[src/rtl/dch_pkg.sv]
// Shared types, constants and the linear-light table for the dominant color histogram.
// No dependencies; every other file imports this package.
package dch_pkg;

  localparam int unsigned BIN_W        = 9;
  localparam int unsigned NUM_BINS     = 512;
  localparam int unsigned COUNT_W      = 13;
  localparam int unsigned COUNT_MAX    = 8191;
  localparam int unsigned LEVEL_W      = 3;
  localparam int unsigned CNT_W        = 10;  // holds 0..NUM_BINS
  localparam int unsigned LUMA_W       = 16;

  // Q0.16 luminance weights, sum is exactly 1.0
  localparam logic [15:0] WEIGHT_RED   = 16'd13933;
  localparam logic [15:0] WEIGHT_GREEN = 16'd46871;
  localparam logic [15:0] WEIGHT_BLUE  = 16'd4732;

  typedef struct packed {
    logic [7:0] pixel_red;
    logic [7:0] pixel_green;
    logic [7:0] pixel_blue;
    logic       frame_last;
  } pixel_t;

  typedef struct packed {
    logic [7:0]         dominant_red;
    logic [7:0]         dominant_green;
    logic [7:0]         dominant_blue;
    logic [LUMA_W-1:0]  luminance;
    logic [COUNT_W-1:0] winning_count;
  } result_t;

  // bin RAM write port
  typedef struct packed {
    logic               en;
    logic [BIN_W-1:0]   addr;
    logic [COUNT_W-1:0] data;
  } ram_wr_t;

  // launch of the luminance unit
  typedef struct packed {
    logic               start;
    logic [LEVEL_W-1:0] red_level;
    logic [LEVEL_W-1:0] green_level;
    logic [LEVEL_W-1:0] blue_level;
  } luma_req_t;

  typedef enum logic [2:0] {
    ST_CLEAR,
    ST_IDLE,
    ST_UPDATE,
    ST_SCAN,
    ST_LAUNCH,
    ST_LUMA
  } dch_state_e;

  // linearized sRGB of bin centers 16, 48, ..., 240 in Q0.16
  function automatic logic [15:0] lin_of(logic [LEVEL_W-1:0] level);
    logic [15:0] v;
    case (level)
      3'd0:    v = 16'd340;
      3'd1:    v = 16'd1937;
      3'd2:    v = 16'd5257;
      3'd3:    v = 16'd10619;
      3'd4:    v = 16'd18277;
      3'd5:    v = 16'd28453;
      3'd6:    v = 16'd41337;
      3'd7:    v = 16'd57106;
      default: v = 16'd0;
    endcase
    return v;
  endfunction

  function automatic logic [7:0] center_of(logic [LEVEL_W-1:0] level);
    return {level, 5'b10000};
  endfunction

endpackage

[src/rtl/dch_luma.sv]
// Luminance unit: one 16x16 multiplier and one accumulator stepped over R, G, B,
// then round and saturate. Depends on dch_pkg.
module dch_luma #(
  parameter int unsigned LUMA_FRACTION_BITS = 16
) (
  input  logic                        clk_i,
  input  logic                        rst_ni,
  input  dch_pkg::luma_req_t          req_i,
  output logic                        done_o,
  output logic [dch_pkg::LUMA_W-1:0]  luminance_o
);
  import dch_pkg::*;

  localparam int unsigned RoundSh   = 32 - LUMA_FRACTION_BITS;
  localparam logic [32:0] RoundHalf = 33'(1) << (RoundSh - 1);
  localparam logic [32:0] LumaCap   = (LUMA_FRACTION_BITS < 16) ?
                                      ((33'(1) << LUMA_FRACTION_BITS) - 33'd1) : 33'd65535;
  localparam logic [2:0]  StepRound = 3'd4;
  localparam logic [2:0]  StepLast  = 3'd3;

  logic               running_q, running_d;
  logic [2:0]         step_q, step_d;
  logic               done_q, done_d;
  logic [LEVEL_W-1:0] red_q, red_d, green_q, green_d, blue_q, blue_d;
  logic [31:0]        prod_q, prod_d;
  logic [32:0]        acc_q, acc_d;
  logic [LUMA_W-1:0]  lum_q, lum_d;

  logic [15:0]        mul_w;
  logic [LEVEL_W-1:0] mul_lvl;
  logic [31:0]        mul_p;
  logic [32:0]        rounded;

  always_comb begin
    case (step_q)
      3'd0:    begin mul_w = WEIGHT_RED;   mul_lvl = red_q;   end
      3'd1:    begin mul_w = WEIGHT_GREEN; mul_lvl = green_q; end
      default: begin mul_w = WEIGHT_BLUE;  mul_lvl = blue_q;  end
    endcase
  end

  assign mul_p   = mul_w * lin_of(mul_lvl);
  assign rounded = (acc_q + RoundHalf) >> RoundSh;

  always_comb begin
    running_d = running_q;
    step_d    = step_q;
    done_d    = 1'b0;
    red_d     = red_q;
    green_d   = green_q;
    blue_d    = blue_q;
    prod_d    = prod_q;
    acc_d     = acc_q;
    lum_d     = lum_q;
    if (req_i.start) begin
      running_d = 1'b1;
      step_d    = 3'd0;
      acc_d     = '0;
      red_d     = req_i.red_level;
      green_d   = req_i.green_level;
      blue_d    = req_i.blue_level;
    end else if (running_q) begin
      step_d = step_q + 3'd1;
      // multiply on steps 0..2, accumulate the registered product on steps 1..3
      if (step_q < StepLast) begin
        prod_d = mul_p;
      end
      if (step_q != 3'd0 && step_q <= StepLast) begin
        acc_d = acc_q + 33'(prod_q);
      end
      if (step_q == StepRound) begin
        lum_d     = (rounded > LumaCap) ? LumaCap[LUMA_W-1:0] : rounded[LUMA_W-1:0];
        done_d    = 1'b1;
        running_d = 1'b0;
      end
    end
  end

  always_ff @(posedge clk_i or negedge rst_ni) begin
    if (!rst_ni) begin
      running_q <= 1'b0;
      step_q    <= 3'd0;
      done_q    <= 1'b0;
    end else begin
      running_q <= running_d;
      step_q    <= step_d;
      done_q    <= done_d;
    end
  end

  always_ff @(posedge clk_i) begin
    red_q   <= red_d;
    green_q <= green_d;
    blue_q  <= blue_d;
    prod_q  <= prod_d;
    acc_q   <= acc_d;
    lum_q   <= lum_d;
  end

  assign done_o      = done_q;
  assign luminance_o = lum_q;

endmodule

[config.mk]
export PLATFORM = sky130hd
export DESIGN_NAME = dch_luma
export DESIGN_NICKNAME = d
export VERILOG_FILES = /design/src/rtl/dch_pkg.sv /design/src/rtl/dch_luma.sv
export SDC_FILE = /design/constraint.sdc
export NUM_CORES = 1
export LEC_CHECK = 0
export ABC_CLOCK_PERIOD_IN_PS = 20100
export BUFFER_PORTS_ARGS = -buffer_cell sky130_fd_sc_hd__clkbuf_2
export CORE_MARGIN = 2
export CORE_UTILIZATION = 70
export CTS_CLUSTER_DIAMETER = 60
export DETAILED_ROUTE_END_ITERATION = 7
export PLACE_DENSITY_LB_ADDON = 0.05
export SYNTH_ARGS = -nofsm -noshare
export SYNTH_HDL_FRONTEND = slang
export SYNTH_SLANG_ARGS = --single-unit
[constraint.sdc]
create_clock -name clk_i -period 20.1 [get_ports clk_i]
set_clock_uncertainty 0.2 [all_clocks]
set_input_delay 3.015 -clock clk_i [delete_from_list [all_inputs] [get_ports clk_i]]
set_output_delay 3.015 -clock clk_i [all_outputs]
set_load 0.01 [all_outputs]
==> summary.md <==
| Metric | Value |
|---|---|
| Final period utilization | 0.427 |
| Post-route ant nets | 0 |
| Die ar. | 0.0195 mm^2 |
| Register area share after synthesis | 0.194 |
| Reg clk slew, reported paths | ~0.08 ns |
| Main synth FF type | edfxtp_1 |
| Ratio of cells with drive above 1 in the final layout | 0.0566 |
| H-tree Lvls | 3 |
| # rows | 49 |
| Clock latency on the worst-skew pair | ~0.36 ns |
| Critical path arrival | 8.48 ns |
| TritonCTS buffer count | 9 |
| Clock Sinks | 95 |
| Final Critical Period | 8.59 ns |
| Die width | between 100 and 150 um |
| Vert. Die Dim | 140 um |
| Largest stage delay on the critical path | 0.53 ns |
| Status | finished, violations left |
| Max Clk Rate | 116 MHz |
| Detailed Place HPWL | roughly 26000 um |
| I/O pin count | 29 |
| CP endpoint kind | flip-flop |
| Commonest non-fill, non-tap cell in the layout | inv_1 |
| Vias in the first global route | 10000 |
| CTS root buffer | clkbuf_16 |
| Pre-antenna DRT Iters | 8 |
| TritonCTS clock tree | yes |
| Final wirelength | roughly 31000 um |
| Initial Util | 0.714 |
| Violated checks | DRC |
| # resized after CTS | 0 |
| Most frequent cells in the layout | inv_1 (275), ha_1 (184), fa_1 (143), nand2_1 (140), nor2_1 (100) |
| Register-to-Register Path Depth | 31 |
| Area Overhead vs Synth | 4.41% |
| Congestion Overflow GR | 0 |
| Slew Limit Fails | 0 |
| Ant. Diodes | 0 |
| Hold Path Class | flip-flop to flip-flop |
| Type of origin of the critical path | flip-flop |
| Critical Path RT | 19.99 ns |
| Synthesized cell area | 0.0129 mm^2 |
| Maximum clock insertion buffer count | 2 |
| DRC | 1 |
| Port Buffers | 28 |
| Unrepaired setup endpoints after global routing | false |
| Slowest-stage cell, CP | fa_1 |
| Max-slew headroom | 0.373 |
| Setup violators final | 0 |
| Fillcell total | approximately 1300 |
| Unique masters post-synth | between 80 and 90 |
| Post-synth EDFFs | 57 |
| Setup_tns | 0 ns |
| Via-to-Cell Ratio | 5.96 |
| Syn_area_per_cell | around 9.1 um^2 |
| Async set or reset register ratio after synthesis | 0.0526 |
| Synth warnings | 0 |
| Avg WL per Cell | 18.7 um |
| CP Class | flip-flop to flip-flop |
| Final net count | about 1800 |
| DR vias | slightly below 10000 |
| Crit-path max FO | 15 |
| FF+latch count, synth | 95 |
| Initial DRC count | 641 |
| CP dominant cell by count | inv_1 |
| Hold Path Depth | 2 |
| Worst-Margin Slew | 0.937 ns |
| Gr usage total | 0.332 |
| Mapped Nets | 1761 |
| Initial antenna violation count | 0 |
| Final Hold Fails | 0 |
| Largest net degree at the start of global routing | 45 |
| First-pass GRT wire length | 50700 um |
| Hold-fix buffers, CTS | 0 |
| RePlAce Congestion | 0.970 |
| Max Cap Viol | 0 |
| Cells after Synth | approximately 1400 |
| Post-CTS Setup Inserts | 0 |
| Core box area | between 0.015 and 0.02 mm^2 |
[worst max-delay path, delay by kind of cell, from the launching register on]
| family | cells | cell delay (ns) |
|---|---|---|
| AND/OR/NAND/NOR | 6 | 1.31 |
| XOR/XNOR | 1 | 0.17 |
| adder cells (fa/ha/maj) | 9 | 4.06 |
| buffers and inverters | 9 | 0.64 |
| flip-flops | 1 | 0.43 |
| AO/OA/AOI/OAI | 6 | 1.50 |
[cells by family after synthesis]
| kind of cell | after synthesis | synth area share |
|---|---|---|
| AO/OA/AOI/OAI | 243 | 0.128 |
| XOR/XNOR | 66 | 0.0449 |
| adder cells (fa/ha/maj) | 327 | 0.401 |
| buffers and inverters | 319 | 0.0967 |
| flip-flops | 95 | 0.194 |
| multiplexers | 4 | 0.00321 |
| AND/OR/NAND/NOR | 368 | 0.132 |
[metal layers]
metal / GRT usage / vias up / part of all wire
li1: - / 4694 / -
met1: 0.427 / 4740 / 0.41
met2: 0.581 / 366 / 0.49
met3: 0.0258 / 88 / 0.054
met4: 0.143 / 0 / 0.047
met5: 0 / - / 0
[area by class of cell]
| type | instances | area, um^2 | share of cell area |
|---|---|---|---|
| Clock buffer | 10 | 239 | 0.0178 |
| Clock inverter | 6 | 60.1 | 0.00447 |
| Inverter | 277 | 1040 | 0.0774 |
| Multi-Input combinational cell | 1008 | 9130 | 0.679 |
| Sequential cell | 95 | 2500 | 0.186 |
| Tap cell | 229 | 287 | 0.0213 |
| Timing Repair Buffer | 34 | 185 | 0.0138 |
[through the flow]
stage	hold WS [ns]	setup WS (ns)	cells	utilization	cell area (um^2)
floorplan	0.236	12.59	1422	-	12900
global placement	0.243	11.85	1643	0.729	13100
detailed placement	0.250	11.59	1643	0.729	13100
finish	0.257	11.51	1659	0.746	13400
CTS	0.259	11.59	1659	0.746	13400
global route	0.280	11.03	1659	0.746	13400
[state kept, by name, summed over array words and instances, names as in the netlist]
name / flops
blue_q: 3
prod_q: 32
red_q: 3
acc_q: 33
green_q: 3
running_q: 1
done_o: 1
luminance_o: 16
step_q: 3
[synthesized netlist by cell type (all sizes together) (17+ instances only)]
master  count  share of area
a21o       17         0.0099
a21oi      76          0.032
clkbuf     28         0.0090
dfxtp      33          0.051
edfxtp     57           0.13
fa        143           0.22
ha        184           0.18
inv       277          0.081
nand2     142          0.042
nand3      29          0.011
nor2      101          0.030
nor3       17         0.0075
o21ai      54          0.022
xnor2      34          0.023
xor2       32          0.022
[path summary, 6_finish.rpt]
| path | start | to | slack [ns] |
|---|---|---|---|
| min in group asynchronous | rst_ni | step_q[0]$_DFFE_PN0P_ | 2.27 |
| worst max register to register | step_q[0]$_DFFE_PN0P_ | prod_q[25]$_DFFE_PP_ | 11.51 |
| max in group asynchronous | rst_ni | done_o$_DFF_PN0_ | 17.27 |
| worst min register to register | acc_q[13]$_SDFFE_PP0P_ | acc_q[13]$_SDFFE_PP0P_ | 0.26 |
| worst max-delay path | step_q[0]$_DFFE_PN0P_ | prod_q[25]$_DFFE_PP_ | 11.51 |
| worst min-delay path | acc_q[13]$_SDFFE_PP0P_ | acc_q[13]$_SDFFE_PP0P_ | 0.26 |
Power is not shown: default switching activity piles up to over one toggle a cycle in this logic, so the estimate is an artifact.
